<file path="src/dtp_pkg.sv">
`timescale 1ns / 1ps

package dtp_pkg;

    // Parser states, one per position in the number syntax.
    typedef enum logic [3:0] {
        PS_START,
        PS_SIGNED,
        PS_INT,
        PS_DOT0,
        PS_FRAC,
        PS_EXP0,
        PS_EXP1,
        PS_EXP,
        PS_WORD,
        PS_END,
        PS_ERR,
        PS_END_INF,
        PS_END_NAN
    } t_parse_state;

    // Sequencer states of the top level.
    typedef enum logic [2:0] {
        S_IDLE,
        S_EXPSUM,
        S_SCAN_RD,
        S_SCAN_CHK,
        S_EMIT_RD,
        S_EMIT_OUT
    } t_ctrl_state;

    // Result of the shared saturating adder.
    typedef struct packed {
        logic signed [15:0] sum;
        logic               ovf;
    } t_add_res;

    // Status codes.
    localparam logic [1:0] ST_OK      = 2'd0;
    localparam logic [1:0] ST_SYNTAX  = 2'd1;
    localparam logic [1:0] ST_EXP_OVF = 2'd2;
    localparam logic [1:0] ST_DIGITS  = 2'd3;

    // Special kinds.
    localparam logic [1:0] KIND_NUMBER = 2'd0;
    localparam logic [1:0] KIND_INF    = 2'd1;
    localparam logic [1:0] KIND_NAN    = 2'd2;

    // Characters of interest.
    localparam logic [7:0] CH_PLUS  = 8'h2B;
    localparam logic [7:0] CH_MINUS = 8'h2D;
    localparam logic [7:0] CH_DOT   = 8'h2E;
    localparam logic [7:0] CH_ZERO  = 8'h30;
    localparam logic [7:0] CH_E_UC  = 8'h45;
    localparam logic [7:0] CH_E_LC  = 8'h65;
    localparam logic [7:0] CH_I     = 8'h49;
    localparam logic [7:0] CH_N     = 8'h4E;
    localparam logic [7:0] CH_F     = 8'h46;
    localparam logic [7:0] CH_A     = 8'h41;

    // Exponent limits.
    localparam logic signed [15:0] EXP_MAX = 16'sd32767;
    localparam logic [14:0]        ACC_MAX = 15'd32767;

    function automatic logic is_space(input logic [7:0] c);
        return (c == 8'd32) || (c inside {[8'd9:8'd13]});
    endfunction

    function automatic logic is_alpha(input logic [7:0] c);
        return (c inside {[8'd65:8'd90], [8'd97:8'd122]});
    endfunction

    function automatic logic is_digit(input logic [7:0] c);
        return (c inside {[8'd48:8'd57]});
    endfunction

    function automatic logic [7:0] upcase(input logic [7:0] c);
        return (c inside {[8'd97:8'd122]}) ? (c - 8'd32) : c;
    endfunction

    // Largest accumulator value that still takes digit d without passing 32767.
    function automatic logic [14:0] acc_limit(input logic [3:0] d);
        return (d >= 4'd8) ? 15'd3275 : 15'd3276;
    endfunction

endpackage

</file>
<file path="src/dtp_sat_add.sv">
`timescale 1ns / 1ps

// Signed 16-bit adder that saturates to the 16-bit range and flags overflow.
// It serves the exponent offset steps and the final exponent sum.
module dtp_sat_add (
    input  logic signed [15:0] i_a,
    input  logic signed [15:0] i_b,
    output dtp_pkg::t_add_res  o_res
);

    logic signed [16:0] w_sum;

    assign w_sum = {i_a[15], i_a} + {i_b[15], i_b};

    // The two top bits differ only when the sum left the 16-bit range.
    always_comb begin
        o_res.ovf = (w_sum[16] != w_sum[15]);
        if (w_sum[16] != w_sum[15]) begin
            o_res.sum = w_sum[16] ? -16'sd32768 : dtp_pkg::EXP_MAX;
        end else begin
            o_res.sum = w_sum[15:0];
        end
    end

endmodule

</file>
<file path="src/dtp_digit_ram.sv">
`timescale 1ns / 1ps

// Mantissa digit store: one write port, one read port with registered data.
module dtp_digit_ram #(
    parameter int DEPTH = 32,
    parameter int AW    = 5
) (
    input  logic          i_clk,
    input  logic          i_we,
    input  logic [AW-1:0] i_waddr,
    input  logic [3:0]    i_wdata,
    input  logic          i_re,
    input  logic [AW-1:0] i_raddr,
    output logic [3:0]    o_rdata
);

    logic [3:0] r_mem [DEPTH];
    logic [3:0] r_rdata;

    // Write port.
    always_ff @(posedge i_clk) begin
        if (i_we) begin
            r_mem[i_waddr] <= i_wdata;
        end
    end

    // Read port; the data holds until the next read.
    always_ff @(posedge i_clk) begin
        if (i_re) begin
            r_rdata <= r_mem[i_raddr];
        end
    end

    assign o_rdata = r_rdata;

endmodule

</file>
<file path="src/decimal_text_parser.sv">
`timescale 1ns / 1ps
// Decimal number text parser. Each character beat is taken in one cycle while idle.
// After the end marker come the exponent sum (numbers only), a read and a check per
// trailing zero stripped, and a read and an offer per result beat, held through any
// output stall; the digit store's single read port paces scan and emission.
// Reset is synchronous and active low; it clears the parser and the sequencer,
// while the digit store is left as is and needs no clearing pass.
module decimal_text_parser #(
    parameter int MAX_DIGITS = 32
) (
    input  logic               i_clk,
    input  logic               i_rst_n,
    input  logic               i_in_valid,
    output logic               o_in_ready,
    input  logic [7:0]         i_character,
    input  logic               i_finish,
    output logic               o_out_valid,
    input  logic               i_out_ready,
    output logic [3:0]         o_digit,
    output logic               o_last,
    output logic               o_negative,
    output logic signed [15:0] o_exponent,
    output logic [5:0]         o_digit_count,
    output logic [1:0]         o_special_kind,
    output logic [1:0]         o_status
);

    localparam int AW = (MAX_DIGITS > 1) ? $clog2(MAX_DIGITS) : 1;
    localparam int CW = $clog2(MAX_DIGITS + 1);
    localparam logic [CW-1:0] MAX_CNT = CW'(MAX_DIGITS);

    // Parser registers.
    dtp_pkg::t_parse_state r_ps, n_ps;
    logic [CW-1:0]         r_held, n_held;
    logic [14:0]           r_acc, n_acc;
    logic signed [15:0]    r_offset, n_offset;
    logic                  r_expneg, n_expneg;
    logic                  r_sign, n_sign;
    logic [3:0][7:0]       r_word, n_word;
    logic [2:0]            r_seen, n_seen;
    logic [1:0]            r_ec, n_ec;

    // Sequencer and result registers.
    dtp_pkg::t_ctrl_state  r_state, n_state;
    logic [CW-1:0]         r_idx, n_idx;
    logic signed [15:0]    r_exp_out, n_exp_out;
    logic [1:0]            r_kind, n_kind;

    logic                  w_accept;
    logic                  w_last;
    logic                  w_dot_dec;
    logic signed [15:0]    w_add_b;
    dtp_pkg::t_add_res     w_add;
    logic                  w_we;
    logic [AW-1:0]         w_waddr;
    logic [3:0]            w_wdata;
    logic                  w_re;
    logic [AW-1:0]         w_raddr;
    logic [3:0]            w_rdata;
    logic [CW-1:0]         w_len_m1;

    assign w_accept = i_in_valid && o_in_ready;
    assign w_len_m1 = r_held - CW'(1);
    assign w_last   = (r_held == '0) || (r_idx == w_len_m1);

    // Shared adder operand: exponent literal in the sum step, else +1 or -1.
    assign w_dot_dec = (r_ps == dtp_pkg::PS_DOT0) && (i_character == dtp_pkg::CH_ZERO);
    always_comb begin
        if (r_state == dtp_pkg::S_EXPSUM) begin
            w_add_b = r_expneg ? -$signed({1'b0, r_acc}) : $signed({1'b0, r_acc});
        end else begin
            w_add_b = w_dot_dec ? -16'sd1 : 16'sd1;
        end
    end

    dtp_sat_add u_add (
        .i_a   (r_offset),
        .i_b   (w_add_b),
        .o_res (w_add)
    );

    dtp_digit_ram #(
        .DEPTH (MAX_DIGITS),
        .AW    (AW)
    ) u_ram (
        .i_clk   (i_clk),
        .i_we    (w_we),
        .i_waddr (w_waddr),
        .i_wdata (w_wdata),
        .i_re    (w_re),
        .i_raddr (w_raddr),
        .o_rdata (w_rdata)
    );

    // Sequencer next state.
    always_comb begin
        n_state = r_state;
        case (r_state)
            dtp_pkg::S_IDLE: begin
                if (w_accept && i_finish) begin
                    if (r_ps inside {dtp_pkg::PS_START, dtp_pkg::PS_SIGNED,
                                     dtp_pkg::PS_EXP0, dtp_pkg::PS_EXP1,
                                     dtp_pkg::PS_WORD, dtp_pkg::PS_ERR,
                                     dtp_pkg::PS_END_INF, dtp_pkg::PS_END_NAN}) begin
                        n_state = dtp_pkg::S_EMIT_RD;
                    end else begin
                        n_state = dtp_pkg::S_EXPSUM;
                    end
                end
            end
            dtp_pkg::S_EXPSUM: n_state = dtp_pkg::S_SCAN_RD;
            dtp_pkg::S_SCAN_RD: begin
                n_state = (r_held > CW'(1)) ? dtp_pkg::S_SCAN_CHK : dtp_pkg::S_EMIT_RD;
            end
            dtp_pkg::S_SCAN_CHK: begin
                n_state = (w_rdata == 4'd0) ? dtp_pkg::S_SCAN_RD : dtp_pkg::S_EMIT_RD;
            end
            dtp_pkg::S_EMIT_RD: n_state = dtp_pkg::S_EMIT_OUT;
            dtp_pkg::S_EMIT_OUT: begin
                if (i_out_ready) begin
                    n_state = w_last ? dtp_pkg::S_IDLE : dtp_pkg::S_EMIT_RD;
                end
            end
            default: n_state = dtp_pkg::S_IDLE;
        endcase
    end

    // Sequencer outputs: handshakes and the read port.
    always_comb begin
        o_in_ready  = 1'b0;
        o_out_valid = 1'b0;
        w_re        = 1'b0;
        w_raddr     = r_idx[AW-1:0];
        case (r_state)
            dtp_pkg::S_IDLE: o_in_ready = 1'b1;
            dtp_pkg::S_SCAN_RD: begin
                w_re    = (r_held > CW'(1));
                w_raddr = w_len_m1[AW-1:0];
            end
            dtp_pkg::S_EMIT_RD: w_re = (r_held != '0);
            dtp_pkg::S_EMIT_OUT: o_out_valid = 1'b1;
            default: ;
        endcase
    end

    // Parser and result data path.
    always_comb begin
        logic [7:0]  c;
        logic [7:0]  u0;
        logic [7:0]  u1;
        logic [7:0]  u2;
        logic [7:0]  u3;
        logic        err;
        logic        push;
        logic        off_step;
        logic        ovf;
        logic        full;

        c        = i_character;
        err      = 1'b0;
        push     = 1'b0;
        off_step = 1'b0;
        ovf      = 1'b0;
        full     = 1'b0;

        n_ps      = r_ps;
        n_held    = r_held;
        n_acc     = r_acc;
        n_offset  = r_offset;
        n_expneg  = r_expneg;
        n_sign    = r_sign;
        n_word    = r_word;
        n_seen    = r_seen;
        n_ec      = r_ec;
        n_idx     = r_idx;
        n_exp_out = r_exp_out;
        n_kind    = r_kind;
        w_we      = 1'b0;
        w_waddr   = r_held[AW-1:0];
        w_wdata   = c[3:0];

        // Word buffer takes the first four characters, counted from the start.
        if (r_seen < 3'd4) begin
            n_word[r_seen[1:0]] = c;
        end
        if (r_seen < 3'd7) begin
            n_seen = r_seen + 3'd1;
        end
        u0 = dtp_pkg::upcase(n_word[0]);
        u1 = dtp_pkg::upcase(n_word[1]);
        u2 = dtp_pkg::upcase(n_word[2]);
        u3 = dtp_pkg::upcase(n_word[3]);

        if (r_state == dtp_pkg::S_IDLE && w_accept && !i_finish) begin
            // One character beat.
            case (r_ps)
                dtp_pkg::PS_START, dtp_pkg::PS_SIGNED: begin
                    if (r_ps == dtp_pkg::PS_START && c == dtp_pkg::CH_PLUS) begin
                        n_ps = dtp_pkg::PS_SIGNED;
                    end else if (r_ps == dtp_pkg::PS_START && c == dtp_pkg::CH_MINUS) begin
                        n_sign = 1'b1;
                        n_ps   = dtp_pkg::PS_SIGNED;
                    end else if (c == dtp_pkg::CH_DOT) begin
                        n_ps = dtp_pkg::PS_DOT0;
                    end else if (c == dtp_pkg::CH_ZERO) begin
                        n_ps = dtp_pkg::PS_INT;
                    end else if (dtp_pkg::is_digit(c)) begin
                        push     = 1'b1;
                        off_step = 1'b1;
                        n_ps     = dtp_pkg::PS_INT;
                    end else if (dtp_pkg::is_alpha(c)) begin
                        n_ps = dtp_pkg::PS_WORD;
                    end else if (!(r_ps == dtp_pkg::PS_START && dtp_pkg::is_space(c))) begin
                        err = 1'b1;
                    end
                end
                dtp_pkg::PS_INT: begin
                    if (c == dtp_pkg::CH_ZERO && r_held == '0) begin
                        // Leading zero is dropped.
                    end else if (dtp_pkg::is_digit(c)) begin
                        push     = 1'b1;
                        off_step = 1'b1;
                    end else if (c == dtp_pkg::CH_DOT) begin
                        n_ps = (r_held == '0) ? dtp_pkg::PS_DOT0 : dtp_pkg::PS_FRAC;
                    end else if (c == dtp_pkg::CH_E_UC || c == dtp_pkg::CH_E_LC) begin
                        n_ps = dtp_pkg::PS_EXP0;
                    end else if (dtp_pkg::is_space(c)) begin
                        n_ps = dtp_pkg::PS_END;
                    end else begin
                        err = 1'b1;
                    end
                end
                dtp_pkg::PS_DOT0, dtp_pkg::PS_FRAC: begin
                    if (r_ps == dtp_pkg::PS_DOT0 && c == dtp_pkg::CH_ZERO) begin
                        off_step = 1'b1;
                    end else if (r_ps == dtp_pkg::PS_DOT0 &&
                                 (c == dtp_pkg::CH_E_UC || c == dtp_pkg::CH_E_LC)) begin
                        if (r_offset == 16'sd0) begin
                            err = 1'b1;
                        end else begin
                            // Zero mantissa: restart the store with one zero digit.
                            w_we     = 1'b1;
                            w_waddr  = '0;
                            w_wdata  = 4'd0;
                            n_held   = CW'(1);
                            n_offset = 16'sd0;
                            n_ps     = dtp_pkg::PS_EXP0;
                        end
                    end else begin
                        n_ps = dtp_pkg::PS_FRAC;
                        if (dtp_pkg::is_digit(c)) begin
                            push = 1'b1;
                        end else if (c == dtp_pkg::CH_E_UC || c == dtp_pkg::CH_E_LC) begin
                            n_ps = dtp_pkg::PS_EXP0;
                        end else if (dtp_pkg::is_space(c)) begin
                            n_ps = dtp_pkg::PS_END;
                        end else begin
                            err = 1'b1;
                        end
                    end
                end
                dtp_pkg::PS_EXP0, dtp_pkg::PS_EXP1, dtp_pkg::PS_EXP: begin
                    if (r_ps == dtp_pkg::PS_EXP0 && c == dtp_pkg::CH_PLUS) begin
                        n_ps = dtp_pkg::PS_EXP1;
                    end else if (r_ps == dtp_pkg::PS_EXP0 && c == dtp_pkg::CH_MINUS) begin
                        n_expneg = 1'b1;
                    end else if (dtp_pkg::is_digit(c)) begin
                        // Accumulate ten times plus digit, saturating at the limit.
                        if (r_acc > dtp_pkg::acc_limit(c[3:0])) begin
                            ovf   = 1'b1;
                            n_acc = dtp_pkg::ACC_MAX;
                        end else begin
                            n_acc = {r_acc[11:0], 3'b000} + {r_acc[13:0], 1'b0}
                                    + {11'd0, c[3:0]};
                        end
                        n_ps = dtp_pkg::PS_EXP;
                    end else if (dtp_pkg::is_space(c)) begin
                        n_ps = dtp_pkg::PS_END;
                    end else begin
                        err = 1'b1;
                    end
                end
                dtp_pkg::PS_WORD: begin
                    if (n_seen > 3'd4) begin
                        err = 1'b1;
                    end else if (dtp_pkg::is_alpha(c) && n_seen >= 3'd3) begin
                        if ((n_seen == 3'd3 && u0 == dtp_pkg::CH_I && u1 == dtp_pkg::CH_N &&
                             u2 == dtp_pkg::CH_F) ||
                            (n_seen == 3'd4 && u0 == dtp_pkg::CH_PLUS &&
                             u1 == dtp_pkg::CH_I && u2 == dtp_pkg::CH_N &&
                             u3 == dtp_pkg::CH_F)) begin
                            n_ps = dtp_pkg::PS_END_INF;
                        end else if (n_seen == 3'd4 && u0 == dtp_pkg::CH_MINUS &&
                                     u1 == dtp_pkg::CH_I && u2 == dtp_pkg::CH_N &&
                                     u3 == dtp_pkg::CH_F) begin
                            n_sign = 1'b1;
                            n_ps   = dtp_pkg::PS_END_INF;
                        end else if (n_seen == 3'd3 && u0 == dtp_pkg::CH_N &&
                                     u1 == dtp_pkg::CH_A && u2 == dtp_pkg::CH_N) begin
                            n_ps = dtp_pkg::PS_END_NAN;
                        end
                    end
                end
                dtp_pkg::PS_END, dtp_pkg::PS_END_INF, dtp_pkg::PS_END_NAN: begin
                    if (!dtp_pkg::is_space(c)) begin
                        err = 1'b1;
                    end
                end
                default: ;
            endcase

            // Digit push into the store, dropped once it is full.
            if (push) begin
                if (r_held < MAX_CNT) begin
                    w_we   = 1'b1;
                    n_held = r_held + CW'(1);
                end else begin
                    full = 1'b1;
                end
            end

            // Offset step through the shared adder.
            if (off_step) begin
                if (w_add.ovf) begin
                    ovf = 1'b1;
                end else begin
                    n_offset = w_add.sum;
                end
            end

            // First flag wins; a syntax error overrides everything.
            if (err) begin
                n_ps = dtp_pkg::PS_ERR;
                n_ec = dtp_pkg::ST_SYNTAX;
            end else if (r_ec == dtp_pkg::ST_OK) begin
                if (full) begin
                    n_ec = dtp_pkg::ST_DIGITS;
                end else if (ovf) begin
                    n_ec = dtp_pkg::ST_EXP_OVF;
                end
            end
        end else if (r_state == dtp_pkg::S_IDLE && w_accept) begin
            // End marker: set up the result fields.
            n_word = r_word;
            n_seen = r_seen;
            n_idx  = '0;
            if (r_ps == dtp_pkg::PS_END_INF) begin
                n_kind    = dtp_pkg::KIND_INF;
                n_exp_out = dtp_pkg::EXP_MAX;
                n_held    = '0;
            end else if (r_ps == dtp_pkg::PS_END_NAN) begin
                n_kind    = dtp_pkg::KIND_NAN;
                n_exp_out = 16'sd0;
                n_held    = '0;
            end else if (r_ps inside {dtp_pkg::PS_START, dtp_pkg::PS_SIGNED,
                                      dtp_pkg::PS_EXP0, dtp_pkg::PS_EXP1,
                                      dtp_pkg::PS_WORD, dtp_pkg::PS_ERR}) begin
                n_kind    = dtp_pkg::KIND_NUMBER;
                n_exp_out = 16'sd0;
                n_held    = '0;
                n_sign    = 1'b0;
                n_ec      = dtp_pkg::ST_SYNTAX;
            end else begin
                n_kind = dtp_pkg::KIND_NUMBER;
                // A bare zero integer part keeps one zero digit.
                if (r_ps == dtp_pkg::PS_INT && r_held == '0) begin
                    w_we    = 1'b1;
                    w_waddr = '0;
                    w_wdata = 4'd0;
                    n_held  = CW'(1);
                end
            end
        end else if (r_state == dtp_pkg::S_EXPSUM) begin
            // Signed exponent literal plus the digit offset, saturated.
            n_word    = r_word;
            n_seen    = r_seen;
            n_exp_out = w_add.sum;
            if (w_add.ovf && r_ec == dtp_pkg::ST_OK) begin
                n_ec = dtp_pkg::ST_EXP_OVF;
            end
        end else if (r_state == dtp_pkg::S_SCAN_CHK) begin
            // Strip one trailing zero per check.
            n_word = r_word;
            n_seen = r_seen;
            if (w_rdata == 4'd0) begin
                n_held = w_len_m1;
            end
        end else if (r_state == dtp_pkg::S_EMIT_OUT && i_out_ready) begin
            if (w_last) begin
                // Number done: the parser starts over.
                n_ps     = dtp_pkg::PS_START;
                n_held   = '0;
                n_acc    = '0;
                n_offset = 16'sd0;
                n_expneg = 1'b0;
                n_sign   = 1'b0;
                n_word   = '0;
                n_seen   = '0;
                n_ec     = dtp_pkg::ST_OK;
                n_idx    = '0;
            end else begin
                n_word = r_word;
                n_seen = r_seen;
                n_idx  = r_idx + CW'(1);
            end
        end else begin
            n_word = r_word;
            n_seen = r_seen;
        end
    end

    // State registers.
    always_ff @(posedge i_clk) begin
        if (!i_rst_n) begin
            r_state   <= dtp_pkg::S_IDLE;
            r_ps      <= dtp_pkg::PS_START;
            r_held    <= '0;
            r_acc     <= '0;
            r_offset  <= 16'sd0;
            r_expneg  <= 1'b0;
            r_sign    <= 1'b0;
            r_word    <= '0;
            r_seen    <= '0;
            r_ec      <= dtp_pkg::ST_OK;
            r_idx     <= '0;
            r_kind    <= dtp_pkg::KIND_NUMBER;
            r_exp_out <= 16'sd0;
        end else begin
            r_state   <= n_state;
            r_ps      <= n_ps;
            r_held    <= n_held;
            r_acc     <= n_acc;
            r_offset  <= n_offset;
            r_expneg  <= n_expneg;
            r_sign    <= n_sign;
            r_word    <= n_word;
            r_seen    <= n_seen;
            r_ec      <= n_ec;
            r_idx     <= n_idx;
            r_kind    <= n_kind;
            r_exp_out <= n_exp_out;
        end
    end

    // Result beat fields, all held in registers during the beat.
    assign o_digit        = (r_held == '0) ? 4'd0 : w_rdata;
    assign o_last         = w_last;
    assign o_negative     = r_sign;
    assign o_exponent     = r_exp_out;
    assign o_digit_count  = 6'(r_held);
    assign o_special_kind = r_kind;
    assign o_status       = r_ec;

endmodule

</file>
<file path="config.mk">
export PLATFORM = sky130hd
export DESIGN_NAME = decimal_text_parser
export DESIGN_NICKNAME = d
export VERILOG_FILES = /design/src/dtp_pkg.sv /design/src/dtp_sat_add.sv /design/src/dtp_digit_ram.sv /design/src/decimal_text_parser.sv
export SDC_FILE = /design/constraint.sdc
export NUM_CORES = 1
export LEC_CHECK = 0
export BUFFER_PORTS_ARGS = -buffer_cell sky130_fd_sc_hd__buf_4
export CORE_UTILIZATION = 29
export CTS_BUF_LIST = sky130_fd_sc_hd__clkbuf_4 sky130_fd_sc_hd__clkbuf_8
export DETAILED_ROUTE_END_ITERATION = 12
export HOLD_SLACK_MARGIN = 0.1
export SYNTH_ARGS = -nofsm -noshare
export SYNTH_HDL_FRONTEND = slang
export SYNTH_SLANG_ARGS = --single-unit
</file>
<file path="constraint.sdc">
create_clock -name i_clk -period 11.35 [get_ports i_clk]
set_input_delay 1.7025 -clock i_clk [delete_from_list [all_inputs] [get_ports i_clk]]
set_output_delay 1.7025 -clock i_clk [all_outputs]
set_load 0.005 [all_outputs]
</file>
==> impl_summary.log, run 1 <==
[metrics] slew at the pin closest to its max-slew limit: 1.262 ns
[metrics] total power draw: roughly 1900 uW
[metrics] Die Wd: 219.5 um
[metrics] cell type contributing the most total cell area after synthesis: edfxtp_1
[metrics] HPWL reported at the end of detailed placement: between 20 and 30 mm
[metrics] run status: finished, final reports clean
[metrics] final WL: about 36 mm
[metrics] arrival time reported for the critical path endpoint: roughly 6.6 ns
[metrics] peak supply drop: 64.15 uV
[metrics] RePlAce Congestion: just over 0.9
[metrics] final-report max-slew violation count: 0
[metrics] CTS clk-pin slew, worst paths: roughly 0.070 ns
[metrics] die extent in y: between 200 and 250 um
[metrics] Yosys warning count: 0
[metrics] via count normalized by instance count: ~5.3
[metrics] number of buffers on the longest clock path: 3
[metrics] peak clock frequency supported by timing: around 0.16 GHz
[metrics] Worst setup EP type: flip-flop
[metrics] netlist area before placement: ~14000 um^2
[metrics] nets@finish: 1467
[metrics] cell chosen for the clock root: clkbuf_8
[metrics] number of placed cells counting well taps: 1960
[metrics] Net Count, Synth: around 1500
[metrics] maximum number of pins on one net before global-route repair: 67
[metrics] initial antenna violation count: 1
[metrics] vias in the first global route: 10419
[metrics] Routed met2 length: between 15 and 20 mm
[metrics] count of input and output buffers: 46
[metrics] H-tree lvl count: 2
[metrics] dominant cells by area after synthesis: edfxtp_1, dfxtp_1, mux4_2
[metrics] Final period util: around 54%
[metrics] flip-flop cell with the highest count after synthesis: edfxtp_1
[metrics] cts bufs inserted: 40
[metrics] RSZ-0062 raised after global routing: no
[metrics] number of max-capacitance violations reported: 0
[metrics] Initial DRT Pass Iterations: 6
[metrics] Final Skew: 0.01922 ns
[metrics] fill cell instance count of the final layout: 4741
[metrics] total of flip-flops plus latches after synthesis: about 240
[metrics] post-route antenna net violation count: 0
[metrics] initial core utilization: between 20 and 30%
[metrics] Worst Path Required: 11.84 ns
[metrics] delay of the slowest critical-path stage: about 0.84 ns
[metrics] final cell area excluding filler cells: 15390 um^2
[metrics] FP Rows: 79
[metrics] Setup Buffers After CTS: 0
[metrics] IO Count: 47
[metrics] total negative slack: 0 ns
[metrics] final hold violation count: 0
[metrics] GRT Resource Usage Total: around 15%
[metrics] LEAKAGE: between 0.005 and 0.006 uW
[metrics] grt ovf: 0
[metrics] startpoint class of the critical path: input pin
[metrics] synthesis-to-finish area growth: 12.23%
[metrics] number of buffer and inverter stages on the critical path: 2
[metrics] total cell area at the placement stage: ~15000 um^2
[metrics] Synth Instances: 1381
[metrics] async set or reset register ratio after synthesis: 0%
[metrics] share of layout cells above drive strength 1: 14.12%
[metrics] floorplan core area: 46560 um^2
[metrics] Met3 Routed Length: 2.350 mm
[metrics] average wire per cell in the routed design: approximately 18 um
[metrics] count of vias placed by the detailed router: 10852
[metrics] slowest cell on the critical path: a2111oi_4
[metrics] non-filler instance count after layout: 2032
[metrics] final core occ: around a third
[metrics] DRC marker count from the first detailed-route iteration: 834
[metrics] Period minus WS final: between 6 and 7 ns
[metrics] highest signal layer in the routed design: met4
[metrics] average footprint of a synthesized cell: 9.931 um^2
[metrics] Resized Gates After CTS: 0
[metrics] number of hold-repair buffers added at the cts stage: 0
[metrics] clock insertion delay at the later pin of the skew report: ~0.57 ns
[metrics] pwr dens: approximately 120 nW/um^2
[metrics] critical path type: in -> reg
[metrics] Die Area: 48160 um^2
[metrics] remaining routing DRC violations: 0
[metrics] Post-synth EDFFs: about 130
[metrics] first-pass GRT wire length: 57.37 mm
[metrics] total number of clock tree sinks: 239
[metrics] number of setup violations in the final report: 0
[metrics] TritonCTS clock tree: built
[metrics] class of the tightest hold or removal check: reg -> reg
[metrics] distinct cell type count after synthesis: 93
[metrics] total area of sequential cells: ~6100 um^2
[metrics] sequential element share of the synthesized area: between 40 and 50%
[metrics] Slew Limit Headroom: 15.87%
[metrics] area of the multi-input gates: about 7200 um^2
[metrics] family with the most delay on the worst path: simple AND/OR/NAND/NOR gates
[metrics] routed length on met1: between 15 and 20 mm
[metrics] maximum fanout count along the critical path: 16
[metrics] area share of the largest cell type after synthesis: a little under 30%
[metrics] Critical Path, Cell by Cell: buf_4, and4bb_1, nand3_1, or3_1, and2_0, a21oi_1, inv_1, fa_1, nor2b_1, o31a_1, o211ai_1, a31oi_1, and4_1, or2_0, nor3_4, a2111oi_4, a22o_1
cell usage after synthesis (12+ instances only):
cell        n
a21oi_1   116
a22o_1     17
a22oi_1    29
and2_1     18
clkbuf_1   65
dfxtp_1   107
edfxtp_1  132
ha_1       56
inv_1      27
mux2i_1    28
mux4_2     32
nand2_1   114
nand2b_1   17
nand3_1    28
nor2_1    170
nor2b_1    17
nor3_1     25
nor4_1     12
o21ai_0    68
o21ai_1    12
or3_1      19
xnor2_1    24
xor2_1     30
power breakdown:
part           internal (uW)  leakage, uW  switching [uW]  total (uW)
registers                919      0.00205            10.2         929
clock network            427     0.000432             360         787
logic                   72.5      0.00312             134         206
total                   1420      0.00560             504        1920
layout make-up:
cell class                      count  area share (%)
Clock inverter                     16          0.7642
Antenna cell                        1         0.01626
Clock buffer                       55           4.552
Sequential cell                   239           39.67
Inverter                           28          0.6829
Timing Repair Buffer               56           2.731
Multi-Input combinational cell   1030           46.65
Tap cell                          607           4.935
cells by family (layout without fill, tap and decap cells):
| logic type | count (synthesis) | after routing | share of synthesized area, % |
|---|---|---|---|
| flops | 239 | 239 | 44.52 |
| simple gates | 484 | 484 | 17.45 |
| compound gates | 359 | 359 | 17.13 |
| fa+ha+maj | 60 | 60 | 5.620 |
| xor+xnor | 56 | 56 | 3.768 |
| buf+inv | 112 | 155 | 3.303 |
| mux | 71 | 71 | 8.202 |
| other cells | 0 | 1 | 0 |
sequential cells by signal (all words and copies together), names as in the netlist, 2 cells and up:
| name | cells |
|---|---|
| r_idx | 6 |
| o_exponent | 16 |
| r_state | 3 |
| o_status | 2 |
| r_word | 32 |
| r_acc | 15 |
| r_offset | 16 |
| r_seen | 3 |
| r_ps | 4 |
| o_special_kind | 2 |
| u_ram.o_rdata | 4 |
| o_digit_count | 6 |
| u_ram.r_mem | 128 |
worst paths after layout:
path / from / end / slack, ns / cells past startpoint
worst max-delay path: i_character[7] / r_offset[7] / 5.26 / 17
worst min-delay path: o_special_kind[1] / o_special_kind[1] / 0.46 / 2
worst max register to register: r_ps[0] / r_offset[7] / 6.15 / 15
worst min register to register: o_special_kind[1] / o_special_kind[1] / 0.46 / 2
placed cells by master (no fill, tap or decap), drive strengths merged, types with 11 or more instances in the layout:
cell | netlist | routed
a21oi | 118 | 118
mux2 | 11 | 11
dfxtp | 107 | 107
nor3 | 27 | 27
and2 | 19 | 19
xnor2 | 25 | 25
a22o | 17 | 17
nand3 | 28 | 28
ha | 56 | 56
buf | 19 | 56
or3 | 19 | 19
clkinv | 0 | 11
clkbuf | 65 | 55
a22oi | 29 | 29
nor4 | 15 | 15
mux4 | 32 | 32
inv | 28 | 30
o21ai | 80 | 80
edfxtp | 132 | 132
nor2 | 170 | 170
nor2b | 17 | 17
nand2b | 17 | 17
mux2i | 28 | 28
nand2 | 114 | 114
xor2 | 31 | 31
metal layers:
layer,track usage (%),vias to the layer above
li1,-,5174
met1,20.08,5248
met2,24.53,359
met4,4.167,0
met5,0,-
met3,2.816,71
worst reg2reg max path, stage by stage, from the launching register on:
cell and delay [ns]:
dfxtp_1 0.77, nand2_1 0.21, or3_1 0.41, and2_0 0.42, a21oi_1 0.27, inv_1 0.09
fa_1 0.43, nor2b_1 0.18, o31a_1 0.22, o211ai_1 0.16, a31oi_1 0.24, and4_1 0.23
or2_0 0.34, nor3_4 0.07, a2111oi_4 0.84, a22o_1 0.26
stage by stage:
stage / hold slack [ns] / setup slack [ns]
floorplan: 0.4482 / 5.844
CTS: 0.4624 / 5.318
global route: 0.4835 / 4.944
finish: 0.4568 / 5.263
global placement: 0.4452 / 4.828
detailed placement: 0.4537 / 4.725
Power figures use the tool's default switching activity.
==> run 2, diff against run 1 <==
- ABC_AREA: unset -> 1
- clock period: 11.35 -> 5.2 ns (I/O delays scaled with it)
==> impl_summary.log, run 2 <==
[metrics] H-tree lvl count: 2 (unchanged)
[metrics] share of total power in the clock network: 30.6% (-10 points)
[metrics] fill cell instance count of the final layout: 5122 (+8.0%)
[metrics] number of setup violations in the final report: 0 (unchanged)
[metrics] peak clock frequency supported by timing: approximately 0.22 GHz
[metrics] FP Rows: 81 (+2.5%)
[metrics] final WL: 41.22 mm (+14%)
[metrics] initial core utilization: 29.33% (-0.13 points)
[metrics] most common cell after layout, fill and taps aside: nand2_1
[metrics] pwr dens: 401.4 nW/um^2 (+220%)
[metrics] startpoint class of the critical path: flip-flop
[metrics] number of buffers on the longest clock path: 3 (unchanged)
[metrics] initial antenna violation count: 0 (-1)
[metrics] dominant cells by area after synthesis: edfxtp_1, dfxtp_1, nand2_1
[metrics] GRT Resource Usage Total: 16.38% (+1.4 points)
[metrics] RePlAce Congestion: 0.9217 (+1.2%)
[metrics] combinational share of power: 35.5% (+25 points)
[metrics] Slew Limit Headroom: 17.41% (+1.5 points)
[metrics] IO Count: 47 (unchanged)
[metrics] Post-synth EDFFs: 132 (unchanged)
[metrics] peak supply drop: 153.9 uV (+140%)
[metrics] cell chosen for the clock root: clkbuf_8
[metrics] total of flip-flops plus latches after synthesis: 239 (unchanged)
[metrics] flip-flop cell with the highest count after synthesis: edfxtp_1
[metrics] vias in the first global route: 12621 (+21%)
[metrics] leading cell types by count after synthesis: nand2_1, nor2_1, a21oi_1, inv_1, edfxtp_1
[metrics] delay of the slowest critical-path stage: 0.38 ns (-0.46 ns)
[metrics] Pint: 3907 uW (+180%)
[metrics] Synth Instances: 1871 (+35%)
[metrics] maximum fanout count along the critical path: 20 (+4)
[metrics] cell type contributing the most total cell area after synthesis: edfxtp_1
[metrics] area share of the largest cell type after synthesis: 27.72% (-1.2 points)
[metrics] arrival time reported for the critical path endpoint: 5.04 ns (-1.54 ns)
[metrics] switching portion of total power: 39.99% (+14 points)
[metrics] total area of sequential cells: 6106 um^2 (unchanged)
[metrics] sequential element share of the synthesized area: 42.71% (-1.8 points)
[metrics] CTS clk-pin slew, worst paths: 0.06 ns (about the same)
[metrics] first-pass GRT wire length: 65.83 mm (+15%)
[metrics] number of placed cells counting well taps: 2524 (+29%)
[metrics] slew at the pin closest to its max-slew limit: 1.239 ns (-0.02310 ns)
[metrics] critical path type: reg -> reg
[metrics] Die Area: 50190 um^2 (+4.2%)
[metrics] setup ws final: 0.6994 ns (-4.563 ns)
[metrics] die extent in y: 224.0 um (+2.1%)
[metrics] Period minus WS final: between 4 and 5 ns
[metrics] number of hold-repair buffers added at the cts stage: 0 (unchanged)
[metrics] average wire per cell in the routed design: 15.80 um (-11%)
[metrics] run status: finished, final reports clean
[metrics] Final period util: about 87%
[metrics] non-filler instance count after layout: 2608 (+28%)
[metrics] count of input and output buffers: 46 (unchanged)
[metrics] count of vias placed by the detailed router: 12926 (+19%)
[metrics] synthesis-to-finish area growth: 13.45%
[metrics] max FFs per register: 128 (unchanged)
[metrics] clock insertion delay at the later pin of the skew report: 0.61 ns (+0.04 ns)
[metrics] distinct cell type count after synthesis: 57 (-39%)
[metrics] cts bufs inserted: 45 (+13%)
[metrics] final-report max-slew violation count: 0 (unchanged)
[metrics] slowest cell on the critical path: dfxtp_1
[metrics] cell with the most instances after synthesis: nand2_1
[metrics] commonest non-fill, non-tap cells in the layout: nand2_1, nor2_1, a21oi_1
[metrics] pre-CTS setup slack: 0.2894 ns (-4.435 ns)
[metrics] total power draw: 6511 uW (+240%)
[metrics] netlist area before placement: 14300 um^2 (+4.3%)
[metrics] DRC marker count from the first detailed-route iteration: 939 (+13%)
[metrics] registers with the most flip-flops: u_ram.r_mem x128, r_word x32
[metrics] class of the tightest hold or removal check: reg -> reg
[metrics] HPWL reported at the end of detailed placement: 29.12 mm (+13%)
[metrics] floorplan core area: 48750 um^2 (+4.7%)
[metrics] nets@finish: 1979 (+35%)
[metrics] async set or reset register ratio after synthesis: 0% (unchanged)
[metrics] sequential cell fraction of total power: 33.9% (-14 points)
[metrics] share of layout cells above drive strength 1: 11.68% (-2.4 points)
[metrics] area of the multi-input gates: 7208 um^2 (+0.40%)
[metrics] Worst Path Required: 5.73 ns (-6.11 ns)
[metrics] post-route antenna net violation count: 0 (unchanged)
[metrics] RSZ-0062 raised after global routing: no
[metrics] Worst setup EP type: flip-flop
[metrics] LEAKAGE: 0.006443 uW (+15%)
[metrics] final hold violation count: 0 (unchanged)
[metrics] total negative slack: 0 ns (unchanged)
[metrics] Die Wd: 224.0 um (+2.1%)
[metrics] grt ovf: 0 (unchanged)
[metrics] final cell area excluding filler cells: 16220 um^2 (+5.4%)
[metrics] number of antenna repair diodes: 0 (-1)
[metrics] TritonCTS clock tree: built
[metrics] register bank with the most flops: u_ram.r_mem
[metrics] Final Skew: 0.03349 ns (+0.01427 ns)
[metrics] Initial DRT Pass Iterations: 5 (-1)
[metrics] maximum number of pins on one net before global-route repair: 66 (-1.5%)
[metrics] via count normalized by instance count: 4.956 (-7.2%)
[metrics] Net Count, Synth: 1943 (+34%)
[metrics] P_sw: 2604 uW (+420%)
[metrics] total cell area at the placement stage: 15240 um^2 (+4.6%)
[metrics] average footprint of a synthesized cell: 7.642 um^2 (-23%)
[metrics] number of max-capacitance violations reported: 0 (unchanged)
[metrics] remaining routing DRC violations: 0 (unchanged)
[metrics] total number of clock tree sinks: 239 (unchanged)
[metrics] Setup Buffers After CTS: 0 (unchanged)
[metrics] Critical Path, Cell by Cell: inv_1, ha_1, inv_1, nor4_1, inv_1, nor3_1, nand4_1, o31ai_1, xor2_1, a21oi_1, ha_1, inv_1, o31ai_1, a21oi_1, nand2_1, nand2_1, nand2_1, nand2_2, nand3_1, buf_4, inv_1, nand2_1, nand3_1, a21oi_1
[metrics] Yosys warning count: 0 (unchanged)
[metrics] Resized Gates After CTS: 0 (unchanged)
[metrics] library cell appearing most often on the critical path: inv_1
## run 2: cell types whose count changed in the layout (fill, tap and decap cells not counted), moves of 18 or more
cell,previous run,this run
a21oi_1,116,175
a22oi_1,29,3
and2_1,18,0
inv_1,26,150
inv_2,2,20
mux2i_1,28,0
mux4_2,32,0
nand2_1,114,452
nand3_1,28,97
nor2_1,169,237
o21ai_0,67,113
o221ai_1,4,25
or3_1,19,0
## run 2: kinds of logic (layout without fill, tap and decap cells)
family	after synthesis	in the layout	share of synthesized area [%]
flops	239	239	42.71
xor+xnor	41	41	2.564
fa+ha+maj	59	59	5.321
simple gates	889	889	26.47
buf+inv	243	316	7.062
compound gates	400	400	15.87
## run 2: metal layers
| layer | global-route usage, % | part of all wire (%) | up-vias | wire, um |
|---|---|---|---|---|
| met5 | 0 | 0 | - | 0 |
| met4 | 6.120 | 2.8 | 0 | 1159 |
| met3 | 3.227 | 5.5 | 84 | 2284 |
| met2 | 27.99 | 48 | 323 | 19800 |
| met1 | 20.28 | 44 | 6127 | 17980 |
| li1 | - | - | 6392 | - |
## run 2: path summary, 6_finish.rpt
check / from / to / slack [ns] / cells past startpoint
worst min register to register: r_word[31] / r_word[31] / 0.46 / 2
worst min-delay path: r_word[31] / r_word[31] / 0.46 / 2
worst max register to register: r_acc[0] / r_offset[11] / 0.70 / 24
worst max-delay path: r_acc[0] / r_offset[11] / 0.70 / 24
## run 2: area by class of cell
class	count	share of cell area, %
repair buffers	58	2.684
inverters	174	4.073
flip-flops and latches	239	37.64
clock buffers	59	4.698
multi-input cells	1389	44.44
clock inverters	25	1.342
well taps	664	5.122
## run 2: power groups by stage
stage	clock (uW)	combinational, uW	sequential (uW)
after floorplan	0	1640	2190
after detailed placement	0	2300	2240
final	1990	2310	2210
after global routing	2130	2600	2220
after global placement	0	2280	2240
after CTS	2050	2310	2200
## run 2: critical path, delay by kind of cell (launching register included)
| family | cells | cell delay (ns) |
|---|---|---|
| DFF | 1 | 0.38 |
| AOI/OAI and AO/OA | 5 | 1.05 |
| xor gates and xnor gates | 1 | 0.17 |
| adders and majority gates | 2 | 0.56 |
| buffers and inverters | 6 | 0.90 |
| and+or+nand+nor | 10 | 1.39 |
## run 2: stage by stage
step           util, %  hold WS (ns)
2_1_floorplan        -        0.4353
3_3_place_gp     31.26        0.4448
3_5_place_dp     31.26        0.4544
4_1_cts          33.27        0.4454
5_1_grt          33.27        0.4758
6_report         33.27        0.4598
